`config.mk`:
```
export PLATFORM = sky130hd
export DESIGN_NAME = cwsp_ram
export DESIGN_NICKNAME = d
export VERILOG_FILES = /design/src/rtl/assert_macros.svh /design/src/rtl/cwsp_ram.sv
export SDC_FILE = /design/constraint.sdc
export NUM_CORES = 1
export LEC_CHECK = 0
export ABC_CLOCK_PERIOD_IN_PS = 2000
export BUFFER_PORTS_ARGS = -buffer_cell sky130_fd_sc_hd__buf_2
export CAP_MARGIN = 20
export CELL_PAD_IN_SITES_DETAIL_PLACEMENT = 0
export CELL_PAD_IN_SITES_GLOBAL_PLACEMENT = 2
export CORE_MARGIN = 2
export CORE_UTILIZATION = 45
export DETAILED_ROUTE_END_ITERATION = 10
export PLACE_DENSITY = 0.86
export SYNTH_ARGS = -nofsm -noshare
export SYNTH_HDL_FRONTEND = slang
export SYNTH_SLANG_ARGS = --single-unit
export TNS_END_PERCENT = 1
```
`constraint.sdc`:
```
create_clock -name clk -period 2 [get_ports clk]
set_clock_uncertainty 0.2 [all_clocks]
set_input_delay 0.1 -clock clk [delete_from_list [all_inputs] [get_ports clk]]
set_output_delay 0.1 -clock clk [all_outputs]
set_load 0.01 [all_outputs]
```
`src/rtl/assert_macros.svh`:
```
// assertion macros shared by the rtl modules
`ifndef ASSERT_MACROS_SVH
`define ASSERT_MACROS_SVH

// property checked on every rising clk edge outside reset
`define CWSP_ASSERT(name, prop, msg) \
  name: assert property (@(posedge clk) disable iff (!rst_n) prop) else $error(msg);

// condition that must never hold outside reset
`define CWSP_NEVER(name, cond, msg) \
  name: assert property (@(posedge clk) disable iff (!rst_n) !(cond)) else $error(msg);

`endif

```
`src/rtl/cwsp_ram.sv`:
```
// generic single write port, single read port ram with registered read
module cwsp_ram #(
  parameter int WIDTH = 8,
  parameter int DEPTH = 16,
  localparam int ADDR_W = (DEPTH > 1) ? $clog2(DEPTH) : 1
) (
  input  logic              clk,
  input  logic              we,
  input  logic [ADDR_W-1:0] waddr,
  input  logic [WIDTH-1:0]  wdata,
  input  logic              re,
  input  logic [ADDR_W-1:0] raddr,
  output logic [WIDTH-1:0]  rdata_r
);

  logic [WIDTH-1:0] mem [DEPTH];

  always_ff @(posedge clk) begin
    if (we) begin
      mem[waddr] <= wdata;
    end
    if (re) begin
      rdata_r <= mem[raddr];
    end
  end

endmodule

```
==> run_summary.xml, run 1 <==
<?xml version="1.0" encoding="UTF-8"?>
<metrics>
  <group name="status">
    <metric name="run_status" unit="">finished, final reports clean</metric>
  </group>
  <group name="clocking">
    <metric name="clk_path_buf_depth" unit="">2</metric>
    <metric name="clock_sinks" unit="">136</metric>
    <metric name="number_of_buffers_added_by_the_clock_tree_synthesis_step" unit="">17</metric>
    <metric name="clock_insertion_delay_worst_skew" unit="ps">400</metric>
    <metric name="cts_setup_buffers" unit="">0</metric>
    <metric name="deepest_level_of_the_cts_h_tree" unit="">4</metric>
    <metric name="cts.root.buffer_cell" unit="">clkbuf_16</metric>
    <metric name="cts.clk_slew.worst_paths" unit="ps">60</metric>
    <metric name="tritoncts" unit="">built</metric>
  </group>
  <group name="logic_synthesis">
    <metric name="synth_most_common_cell" unit="">edfxtp_1</metric>
    <metric name="number_of_synthesized_flops_with_an_enable_pin" unit="">136</metric>
    <metric name="yosys.area_share.xor_xnor" unit="%">0</metric>
    <metric name="area_share_of_and_or_nand_nor_cells_after_synthesis" unit="%">3.14</metric>
    <metric name="synthFlopType" unit="">edfxtp_1</metric>
    <metric name="synth_sequential_area_ratio" unit="%">78.1</metric>
    <metric name="synth.area.top_cells" unit="">edfxtp_1, mux4_2, mux4_1</metric>
    <metric name="mappedNetlistNets" unit="">248</metric>
    <metric name="ys_types" unit="">18</metric>
    <metric name="post_synth_most_frequent_cells" unit="">edfxtp_1, mux4_2, a22oi_1, mux4_1, nor2_1</metric>
    <metric name="synth-seq-cells" unit="">136</metric>
    <metric name="netlist.top_cell.by_area" unit="">edfxtp_1</metric>
    <metric name="synth_compound_gate_area_share" unit="%">2.30</metric>
    <metric name="synth_top_area_share" unit="%">78.1</metric>
    <metric name="syn-mean-instance-area" unit="sq um">22.8</metric>
    <metric name="yosysWarnings" unit="">0</metric>
    <metric name="synth-adder-area-share" unit="%">0</metric>
    <metric name="asyncSetResetFlopFracSynth" unit="%">0</metric>
    <metric name="post_synth_instance_area" unit="sq um">5230</metric>
    <metric name="synth_top_family_by_area" unit="">multiplexers</metric>
    <metric name="synthCells" unit="">229</metric>
    <metric name="synth_mux_area_share" unit="%">14.8</metric>
  </group>
  <group name="setup_path">
    <metric name="critical_path.endpoint_type" unit="">flip-flop</metric>
    <metric name="worst_ep_arrival_time" unit="ps">1660</metric>
    <metric name="critical_path_class" unit="">flip-flop to flip-flop</metric>
    <metric name="critical_path.max_fanout" unit="">1</metric>
    <metric name="cp-start-kind" unit="">flip-flop</metric>
    <metric name="critical_path_required" unit="ps">1940</metric>
  </group>
  <group name="pwr">
    <metric name="pwr_density_cell" unit="nW/um^2">1040</metric>
    <metric name="cellInternalPower" unit="uW">5310</metric>
    <metric name="sw_frac_of_total" unit="%">19.5</metric>
    <metric name="p_comb_share" unit="%">4.8</metric>
    <metric name="leakage_power_total" unit="uW">0.00217</metric>
    <metric name="p_seq_share" unit="%">49.0</metric>
    <metric name="peakVddDrop" unit="mV">0.504</metric>
    <metric name="netSwitchingPower" unit="uW">1280</metric>
    <metric name="clock_power_share" unit="%">46.2</metric>
  </group>
  <group name="floorplan">
    <metric name="start_util" unit="%">46.0</metric>
    <metric name="fp.dieArea" unit="sq um">12500</metric>
    <metric name="core-area" unit="sq um">11400</metric>
    <metric name="boundaryPins" unit="">27</metric>
    <metric name="die-height" unit="um">112</metric>
    <metric name="die_width" unit="um">112</metric>
    <metric name="std_cell_rows" unit="">39</metric>
  </group>
  <group name="final_layout">
    <metric name="finalNonFillerCells" unit="">451</metric>
    <metric name="multi_input_comb_area" unit="sq um">1060</metric>
    <metric name="fill_cells" unit="">860</metric>
    <metric name="sequential_cell_area" unit="sq um">4080</metric>
    <metric name="insertedDiodeCount" unit="">0</metric>
    <metric name="final_net_count" unit="">314</metric>
    <metric name="final_layout_size_suffix_gt1_share" unit="%">31.2</metric>
    <metric name="area_delta_synth_final" unit="%">21.3</metric>
  </group>
  <group name="grt">
    <metric name="pin_count_of_the_biggest_net_entering_global_routing" unit="">33</metric>
    <metric name="grt_antenna_before_repair" unit="">0</metric>
    <metric name="grt-ovfl-total" unit="">0</metric>
    <metric name="gr-usage-all-layers" unit="%">17.2</metric>
    <metric name="grt_first_pass_wirelength" unit="um">15500</metric>
    <metric name="number_of_global_route_vias_before_repair" unit="">2639</metric>
  </group>
  <group name="placement">
    <metric name="globalplace.congestion" unit="">0.711</metric>
    <metric name="placement.setup.worst_slack" unit="ps">125</metric>
    <metric name="number_of_buffer_cells_added_on_primary_ports" unit="">26</metric>
    <metric name="detailedPlacementHpwl" unit="um">6130</metric>
    <metric name="dp_cells" unit="">410</metric>
  </group>
  <group name="detailed_routing">
    <metric name="wire_per_inst" unit="um">21.9</metric>
    <metric name="detail_route.vias_per_cell" unit="">5.48</metric>
    <metric name="wirelength" unit="um">9890</metric>
    <metric name="postRouteAntennaNets" unit="">0</metric>
    <metric name="detail_route.drc_violations" unit="">0</metric>
    <metric name="detail_route.iter0.violations" unit="">110</metric>
    <metric name="drt_pass1_iterations" unit="">4</metric>
    <metric name="route.vias.total" unit="">2473</metric>
  </group>
  <group name="sta">
    <metric name="rsz0062_at_grt" unit="">false</metric>
    <metric name="worst-slew-pin-transition" unit="ps">402</metric>
    <metric name="max_freq" unit="GHz">0.581</metric>
    <metric name="holdWs" unit="ps">65.5</metric>
    <metric name="fin_ws" unit="ps">278</metric>
    <metric name="period_minus_slack" unit="ps">1720</metric>
    <metric name="pins_over_slew_limit" unit="">0</metric>
    <metric name="timing.final.crit_share" unit="%">86.1</metric>
    <metric name="setup_violations" unit="">0</metric>
    <metric name="relSlewSlack" unit="%">73.2</metric>
    <metric name="tns" unit="ps">0</metric>
    <metric name="hold_viol" unit="">0</metric>
  </group>
  <group name="min_path">
    <metric name="worstHoldPathType" unit="">input pin to flip-flop</metric>
  </group>
  <group name="job">
    <metric name="maxCapViolations" unit="">0</metric>
  </group>
</metrics>
## layer usage
metal | up-vias | part of all wire (%) | GRT usage (%)
li1 | 1111 | - | -
met1 | 1276 | 42 | 23.8
met2 | 82 | 51 | 27.8
met3 | 4 | 6.1 | 4.35
met4 | 0 | 0.72 | 4.61
met5 | - | 0 | 0
## cells in the final DEF (no fill, tap or decap), drive strengths merged
| master | instances |
|---|---|
| edfxtp | 136 |
| buf | 48 |
| mux4 | 32 |
| clkbuf | 19 |
| a22oi | 16 |
| nor2 | 13 |
| nand2 | 9 |
| dlygate4sd3 | 9 |
| clkinv | 8 |
| nor3 | 4 |
| bufinv | 3 |
| nand3b | 2 |
| nand2b | 2 |
| clkinvlp | 2 |
| nor2b | 1 |
| and2 | 1 |
| and2b | 1 |
| nand3 | 1 |
| or3b | 1 |
## through the flow
step | area [sq um] | total power, uW | utilization [%]
after global routing | 6340 | 6810 | 55.8
after CTS | 6340 | 6650 | 55.8
after detailed placement | 5670 | 3600 | 49.8
after global placement | 5670 | 3590 | 49.8
after floorplan | 5230 | 3450 | -
final | 6340 | 6590 | 55.8
## final cells by class
class                           count  share of cell area (%)
Sequential cell                   136                    64.4
Multi-Input combinational cell     83                    16.7
Timing Repair Buffer               57                    6.86
Clock buffer                       19                    6.82
Tap cell                          143                    2.82
Clock inverter                     13                    2.45
## path summary, 6_finish.rpt
| path | start | to | slack [ps] | depth (start not counted) |
|---|---|---|---|---|
| worst max register to register | mem[1][1] | rdata_r[1] | 280 | 3 |
| worst max-delay path | mem[1][1] | rdata_r[1] | 280 | 3 |
| worst min-delay path | waddr[0] | mem[12][6] | 70 | 3 |
| worst min register to register | mem[4][2] | rdata_r[2] | 540 | 3 |
## critical path, cell delays in order (launching register included)
cell and delay, ps:
edfxtp_1 410, mux4_1 560, a22oi_1 210, nand2_1 90
## power by group through the flow
| stage | sequential [uW] | clock, uW | combinational (uW) |
|---|---|---|---|
| after global routing | 3230 | 3230 | 349 |
| after global placement | 3290 | 0 | 300 |
| after floorplan | 3290 | 0 | 162 |
| after detailed placement | 3290 | 0 | 308 |
| final | 3230 | 3040 | 318 |
| after CTS | 3230 | 3090 | 326 |
## registers in the layout (all words and copies together), names as in the netlist
register and flops:
mem 128, rdata_r 8
## logic make-up (layout without fill, tap and decap cells)
group,after synthesis,in the layout
and+or+nand+nor,35,35
AOI/OAI and AO/OA,16,16
muxes,32,32
DFF,136,136
buffers and inverters,10,89
## timing repair
item / CTS / global route
hold endpoints to repair: 136 / 0
resized for setup: 0 / 0
hold buffers: 9 / 0
No activity file was read; power rests on OpenSTA's default activity.
==> run 2, diff against run 1 <==
- ABC_CLOCK_PERIOD_IN_PS: 2000 -> 2200
- CAP_MARGIN: 20 -> default
- clock period: 2 -> 2.2 ns (I/O delays scaled with it)
==> run 2 against run 1 <==
Net effect:
- final cell count decreased by 0.67%
- power decreased by 5.1%
- first-iteration DRC count increased by 54%
- sequential cell count unchanged
- via count about the same
- count of clock-buffer cells in the layout increased by 1
- core utilization increased by 0.21 points
- highest routed layer unchanged
- final area increased by 0.37%
==> run_summary.xml, run 2 (synthesis gave the netlist of run 1 again) <==
<?xml version="1.0" encoding="UTF-8"?>
<metrics>
  <group name="floorplan">
    <metric name="fp.dieArea" unit="sq um">12500</metric>
    <metric name="core-area" unit="sq um">11400</metric>
    <metric name="die_width" unit="um">112</metric>
    <metric name="boundaryPins" unit="">27</metric>
    <metric name="start_util" unit="%">46.0</metric>
    <metric name="std_cell_rows" unit="">39</metric>
    <metric name="die-height" unit="um">112</metric>
  </group>
  <group name="clocking">
    <metric name="number_of_buffers_added_by_the_clock_tree_synthesis_step" unit="">17</metric>
    <metric name="deepest_level_of_the_cts_h_tree" unit="">4</metric>
    <metric name="clock_sinks" unit="">136</metric>
    <metric name="cts_setup_buffers" unit="">0</metric>
    <metric name="post_cts_hold_buffer_count" unit="">9</metric>
    <metric name="cts.clk_slew.worst_paths" unit="ps">50</metric>
    <metric name="post_cts.resized_instances" unit="">0</metric>
    <metric name="cts.root.buffer_cell" unit="">clkbuf_16</metric>
    <metric name="clock_insertion_delay_worst_skew" unit="ps">400</metric>
    <metric name="tritoncts" unit="">built</metric>
    <metric name="clk_path_buf_depth" unit="">2</metric>
  </group>
  <group name="sta">
    <metric name="tns" unit="ps">0</metric>
    <metric name="fin_ws" unit="ps">451</metric>
    <metric name="period_minus_slack" unit="ps">1750</metric>
    <metric name="timing.final.crit_share" unit="%">79.5</metric>
    <metric name="rsz0062_at_grt" unit="">false</metric>
    <metric name="setup_violations" unit="">0</metric>
    <metric name="hold_viol" unit="">0</metric>
    <metric name="relSlewSlack" unit="%">55.3</metric>
    <metric name="worst-slew-pin-transition" unit="ps">670</metric>
    <metric name="max_freq" unit="GHz">0.572</metric>
    <metric name="pins_over_slew_limit" unit="">0</metric>
  </group>
  <group name="pwr">
    <metric name="p_seq_share" unit="%">46.9</metric>
    <metric name="clock_power_share" unit="%">48.6</metric>
    <metric name="netSwitchingPower" unit="uW">1110</metric>
    <metric name="leakage_power_total" unit="uW">0.00218</metric>
    <metric name="peakVddDrop" unit="mV">0.531</metric>
    <metric name="p_comb_share" unit="%">4.5</metric>
    <metric name="pwr_density_cell" unit="nW/um^2">983</metric>
    <metric name="cellInternalPower" unit="uW">5150</metric>
    <metric name="sw_frac_of_total" unit="%">17.7</metric>
  </group>
  <group name="detailed_routing">
    <metric name="postRouteAntennaNets" unit="">0</metric>
    <metric name="wire_per_inst" unit="um">21.6</metric>
    <metric name="wirelength" unit="um">9670</metric>
    <metric name="detail_route.vias_per_cell" unit="">5.52</metric>
    <metric name="route.vias.total" unit="">2471</metric>
    <metric name="detail_route.iter0.violations" unit="">169</metric>
    <metric name="detail_route.drc_violations" unit="">0</metric>
    <metric name="drt_pass1_iterations" unit="">4</metric>
  </group>
  <group name="min_path">
    <metric name="worstHoldPathType" unit="">input pin to flip-flop</metric>
    <metric name="timing.hold.worst_endpoint" unit="">mem[0][1]</metric>
    <metric name="holdCritStartpoint" unit="">waddr[0]</metric>
    <metric name="whs_path_depth" unit="">3</metric>
  </group>
  <group name="final_layout">
    <metric name="area_delta_synth_final" unit="%">21.8</metric>
    <metric name="multi_input_comb_area" unit="sq um">1060</metric>
    <metric name="sequential_cell_area" unit="sq um">4080</metric>
    <metric name="fill_cells" unit="">848</metric>
    <metric name="layout.cells.most_common" unit="">edfxtp_1</metric>
    <metric name="mostFrequentLayoutCells" unit="">edfxtp_1, buf_2, mux4_2, clkbuf_16, buf_4</metric>
    <metric name="largestRegisters" unit="">mem x128, rdata_r x8</metric>
    <metric name="final_layout_size_suffix_gt1_share" unit="%">29.8</metric>
    <metric name="final_net_count" unit="">312</metric>
    <metric name="insertedDiodeCount" unit="">0</metric>
    <metric name="largest_register_ff_count" unit="">128</metric>
    <metric name="largest_register" unit="">mem</metric>
  </group>
  <group name="placement">
    <metric name="number_of_buffer_cells_added_on_primary_ports" unit="">26</metric>
    <metric name="placement.setup.worst_slack" unit="ps">275</metric>
    <metric name="detailedPlacementHpwl" unit="um">5880</metric>
    <metric name="globalplace.congestion" unit="">0.698</metric>
  </group>
  <group name="setup_path">
    <metric name="critical_path.max_fanout" unit="">1</metric>
    <metric name="r2r-start" unit="">mem[9][4]</metric>
    <metric name="rrSetupSlack" unit="ps">450</metric>
    <metric name="critical_path_class" unit="">flip-flop to flip-flop</metric>
    <metric name="worstReg2RegEnd" unit="">rdata_r[4]</metric>
    <metric name="critical_path_required" unit="ps">2140</metric>
    <metric name="worst_ep_arrival_time" unit="ps">1690</metric>
    <metric name="critical_path.endpoint_type" unit="">flip-flop</metric>
    <metric name="r2r_cells" unit="">3</metric>
    <metric name="cp-start-kind" unit="">flip-flop</metric>
  </group>
  <group name="grt">
    <metric name="pin_count_of_the_biggest_net_entering_global_routing" unit="">33</metric>
    <metric name="number_of_global_route_vias_before_repair" unit="">2490</metric>
    <metric name="grt-ovfl-total" unit="">0</metric>
    <metric name="grt_first_pass_wirelength" unit="um">14700</metric>
    <metric name="gr-usage-all-layers" unit="%">16.6</metric>
    <metric name="grt_antenna_before_repair" unit="">0</metric>
  </group>
  <group name="job">
    <metric name="maxCapViolations" unit="">0</metric>
  </group>
  <group name="status">
    <metric name="run_status" unit="">finished, final reports clean</metric>
  </group>
</metrics>
run 2: cell type report:
cell class / instances / share of cell area [%]
tap: 143 / 2.81
clock buffer: 20 / 6.86
sequential: 136 / 64.1
multi-input combinational: 83 / 16.6
timing repair buffer: 55 / 6.41
clock inverter: 11 / 3.18
run 2: how the worst max path moves through the flow:
stage / startpoint / to / slack (ps) / cells after the start
2_1_floorplan: waddr[2] / mem[0][0] / 400 / 2
3_3_place_gp: raddr[0] / rdata_r[4] / 320 / 5
6_report: mem[9][4] / rdata_r[4] / 450 / 3
4_1_cts: mem[9][4] / rdata_r[4] / 420 / 3
5_1_grt: mem[9][4] / rdata_r[4] / 330 / 3
3_5_place_dp: raddr[0] / rdata_r[4] / 270 / 5
run 2: power by group through the flow:
stage / logic, uW / clock network, uW / registers (uW)
6_report: 282 / 3040 / 2940
5_1_grt: 309 / 3220 / 2940
4_1_cts: 287 / 3100 / 2940
3_5_place_dp: 274 / 0 / 2990
3_3_place_gp: 269 / 0 / 2990
2_1_floorplan: 147 / 0 / 2990
run 2: worst max-delay path, stage by stage (launching register included):
cell,delay [ps]
edfxtp_1,370
mux4_1,520
a22oi_1,320
nand2_1,80
run 2: routing by layer:
layer	routed length, um	GRT usage (%)	share of wire [%]	vias to the layer above
met1	4000	22.0	41	1255
met5	0	0	0	-
li1	-	-	-	1111
met2	4820	25.9	50	98
met3	783	6.21	8.1	7
met4	61	5.27	0.63	0
run 2: metrics by stage:
| stage | cells | hold slack (ps) | utilization (%) | total power, uW | instance area, sq um |
|---|---|---|---|---|---|
| after global placement | 408 | 295 | 49.6 | 3250 | 5640 |
| after floorplan | 229 | 8.87 | - | 3140 | 5230 |
| after CTS | 448 | 58.0 | 56.0 | 6320 | 6370 |
| after detailed placement | 408 | 300 | 49.6 | 3260 | 5640 |
| final | 448 | 78.8 | 56.0 | 6260 | 6370 |
| after global routing | 448 | 71.0 | 56.0 | 6470 | 6370 |
==> run 3, diff against run 2 <==
- ABC_CLOCK_PERIOD_IN_PS: 2200 -> 1560
- CORE_UTILIZATION: 45 -> 43
- clock period: 2.2 -> 1.56 ns (I/O delays scaled with it)
==> run 3 against run 2 <==
Net effect:
- the run now ends with setup timing left
- count of clock-buffer cells in the layout down 2
- worst hold slack worse by 35 ps
- via count up 1.9%
- clock power up 45%
- final area up 0.98%
- sequential share of layout area down 0.62 points
- largest power group unchanged
==> run_summary.xml, run 3 (synthesis gave the netlist of run 1 again) <==
<?xml version="1.0" encoding="UTF-8"?>
<metrics>
  <group name="final_layout">
    <metric name="largestRegisters" unit="">mem x128, rdata_r x8</metric>
    <metric name="finalNonFillerCells" unit="">458</metric>
    <metric name="layout.cells.most_common" unit="">edfxtp_1</metric>
    <metric name="fin_util" unit="%">53.8</metric>
    <metric name="area_delta_synth_final" unit="%">23.0</metric>
    <metric name="mostFrequentLayoutCells" unit="">edfxtp_1, mux4_2, buf_2, buf_4, clkbuf_16</metric>
    <metric name="largest_register" unit="">mem</metric>
    <metric name="insertedDiodeCount" unit="">0</metric>
    <metric name="final_layout_size_suffix_gt1_share" unit="%">37.3</metric>
    <metric name="final_net_count" unit="">318</metric>
    <metric name="largest_register_ff_count" unit="">128</metric>
    <metric name="final_design_area_no_fill" unit="sq um">6430</metric>
  </group>
  <group name="detailed_routing">
    <metric name="wire_per_inst" unit="um">22.1</metric>
    <metric name="detail_route.iter0.violations" unit="">188</metric>
    <metric name="route.vias.total" unit="">2517</metric>
    <metric name="wirelength" unit="um">10100</metric>
    <metric name="drt_pass1_iterations" unit="">4</metric>
    <metric name="postRouteAntennaNets" unit="">0</metric>
    <metric name="detail_route.drc_violations" unit="">0</metric>
    <metric name="detail_route.vias_per_cell" unit="">5.50</metric>
  </group>
  <group name="status">
    <metric name="run_status" unit="">finished, violations left</metric>
    <metric name="failed_checks" unit="">setup timing</metric>
  </group>
  <group name="setup_path">
    <metric name="critical_path_class" unit="">flip-flop to flip-flop</metric>
    <metric name="cp-start-kind" unit="">flip-flop</metric>
    <metric name="critical_path.max_fanout" unit="">1</metric>
    <metric name="critical_path_required" unit="ps">1510</metric>
    <metric name="timing.critical_path.cells" unit="">mux4_2 &gt; a22oi_1 &gt; buf_4 &gt; nand2_1</metric>
    <metric name="number_of_buffer_and_inverter_stages_on_the_critical_path" unit="">1</metric>
    <metric name="critical_path.endpoint_type" unit="">flip-flop</metric>
    <metric name="critical_path_s_top_delay_family" unit="">multiplexers</metric>
    <metric name="rrSetupSlack" unit="ps">-80</metric>
    <metric name="worst_path_largest_cell_delay" unit="ps">460</metric>
    <metric name="critical-path-slowest-cell" unit="">mux4_2</metric>
    <metric name="worst_ep_arrival_time" unit="ps">1590</metric>
  </group>
  <group name="clocking">
    <metric name="clock_sinks" unit="">136</metric>
    <metric name="cts.root.buffer_cell" unit="">clkbuf_16</metric>
    <metric name="deepest_level_of_the_cts_h_tree" unit="">4</metric>
    <metric name="clk_path_buf_depth" unit="">2</metric>
    <metric name="cts_setup_buffers" unit="">0</metric>
    <metric name="tritoncts" unit="">built</metric>
    <metric name="number_of_buffers_added_by_the_clock_tree_synthesis_step" unit="">17</metric>
    <metric name="cts.clk_slew.worst_paths" unit="ps">60</metric>
    <metric name="clock_insertion_delay_worst_skew" unit="ps">400</metric>
  </group>
  <group name="grt">
    <metric name="number_of_global_route_vias_before_repair" unit="">2623</metric>
    <metric name="gr-usage-all-layers" unit="%">16.7</metric>
    <metric name="grt-ovfl-total" unit="">0</metric>
    <metric name="grt_antenna_before_repair" unit="">0</metric>
    <metric name="grt_first_pass_wirelength" unit="um">15400</metric>
    <metric name="pin_count_of_the_biggest_net_entering_global_routing" unit="">22</metric>
  </group>
  <group name="sta">
    <metric name="setup_violations" unit="">6</metric>
    <metric name="relSlewSlack" unit="%">45.3</metric>
    <metric name="fin_ws" unit="ps">-75.3</metric>
    <metric name="period_minus_slack" unit="ps">1640</metric>
    <metric name="worst-slew-pin-transition" unit="ps">819</metric>
    <metric name="max_freq" unit="GHz">0.611</metric>
    <metric name="hold_viol" unit="">0</metric>
    <metric name="pins_over_slew_limit" unit="">0</metric>
    <metric name="timing.final.crit_share" unit="%">105</metric>
    <metric name="rsz0062_at_grt" unit="">true</metric>
  </group>
  <group name="pwr">
    <metric name="leakage_power_total" unit="uW">0.00217</metric>
    <metric name="pwr_density_cell" unit="nW/um^2">1400</metric>
    <metric name="peakVddDrop" unit="mV">0.759</metric>
  </group>
  <group name="floorplan">
    <metric name="fp.dieArea" unit="sq um">13100</metric>
    <metric name="core-area" unit="sq um">12000</metric>
    <metric name="std_cell_rows" unit="">40</metric>
    <metric name="die_width" unit="um">114</metric>
    <metric name="boundaryPins" unit="">27</metric>
    <metric name="start_util" unit="%">43.7</metric>
    <metric name="die-height" unit="um">114</metric>
  </group>
  <group name="min_path">
    <metric name="worstHoldPathType" unit="">input pin to flip-flop</metric>
  </group>
  <group name="placement">
    <metric name="placed_area" unit="sq um">5710</metric>
    <metric name="number_of_buffer_cells_added_on_primary_ports" unit="">26</metric>
    <metric name="globalplace.congestion" unit="">0.737</metric>
    <metric name="dp_cells" unit="">418</metric>
    <metric name="detailedPlacementHpwl" unit="um">6280</metric>
  </group>
  <group name="job">
    <metric name="maxCapViolations" unit="">0</metric>
  </group>
</metrics>
## run 3: per-layer routing
layer | vias up | wire (um) | global-route usage, % | part of all wire [%]
li1 | 1112 | - | - | -
met1 | 1307 | 4230 | 22.1 | 42
met2 | 89 | 5230 | 26.9 | 52
met3 | 9 | 554 | 4.61 | 5.5
met4 | 0 | 116 | 5.93 | 1.1
met5 | - | 0 | 0 | 0
## run 3: stage by stage
step / power (uW) / TNS [ps] / worst slack [ps] / hold WS (ps)
finish: 8980 / -338 / -75.3 / 44.2
detailed placement: 4620 / -1830 / -247 / 266
floorplan: 4430 / -1.66 / -0.415 / -23.1
global route: 9230 / -712 / -123 / 43.2
CTS: 9020 / -583 / -110 / 35.0
global placement: 4600 / -1540 / -218 / 254
## run 3: area by class of cell
type                    count  area [sq um]
multi-input cells          83          1040
clock inverters            13           225
clock buffers              18           429
well taps                 147           184
flip-flops and latches    136          4080
fillers                   902          5530
repair buffers             61           465
## run 3: final timing paths
path,cells after the start,startpoint,end
setup / recovery,4,mem[0][6],rdata_r[6]
hold / removal,3,waddr[0],mem[0][7]
setup reg to reg,4,mem[0][6],rdata_r[6]
hold reg to reg,3,mem[4][4],rdata_r[4]
## run 3: worst reg2reg max path: cells and delay by family (launching register included)
kind | cells | cell delay (ps)
multiplexers | 1 | 460
flip-flops | 1 | 370
AO/OA/AOI/OAI | 1 | 170
buffers and inverters | 1 | 140
AND/OR/NAND/NOR | 1 | 50
## run 3: where the power goes
part / switching (uW) / leakage (uW) / internal [uW] / total (uW)
clock: 1420 / 0.000314 / 2980 / 4410
sequential: 24.9 / 0.00124 / 4120 / 4140
combinational: 228 / 0.000616 / 201 / 430
total: 1680 / 0.00217 / 7300 / 8980
## run 3: repair_timing
action / CTS / global route
gates resized for setup: 10 / 7
endpoints found under the setup margin: 8 / 8
hold buffers: 9 / 0
hold endpoints to repair: 136 / 0
pin swaps: 4 / 5
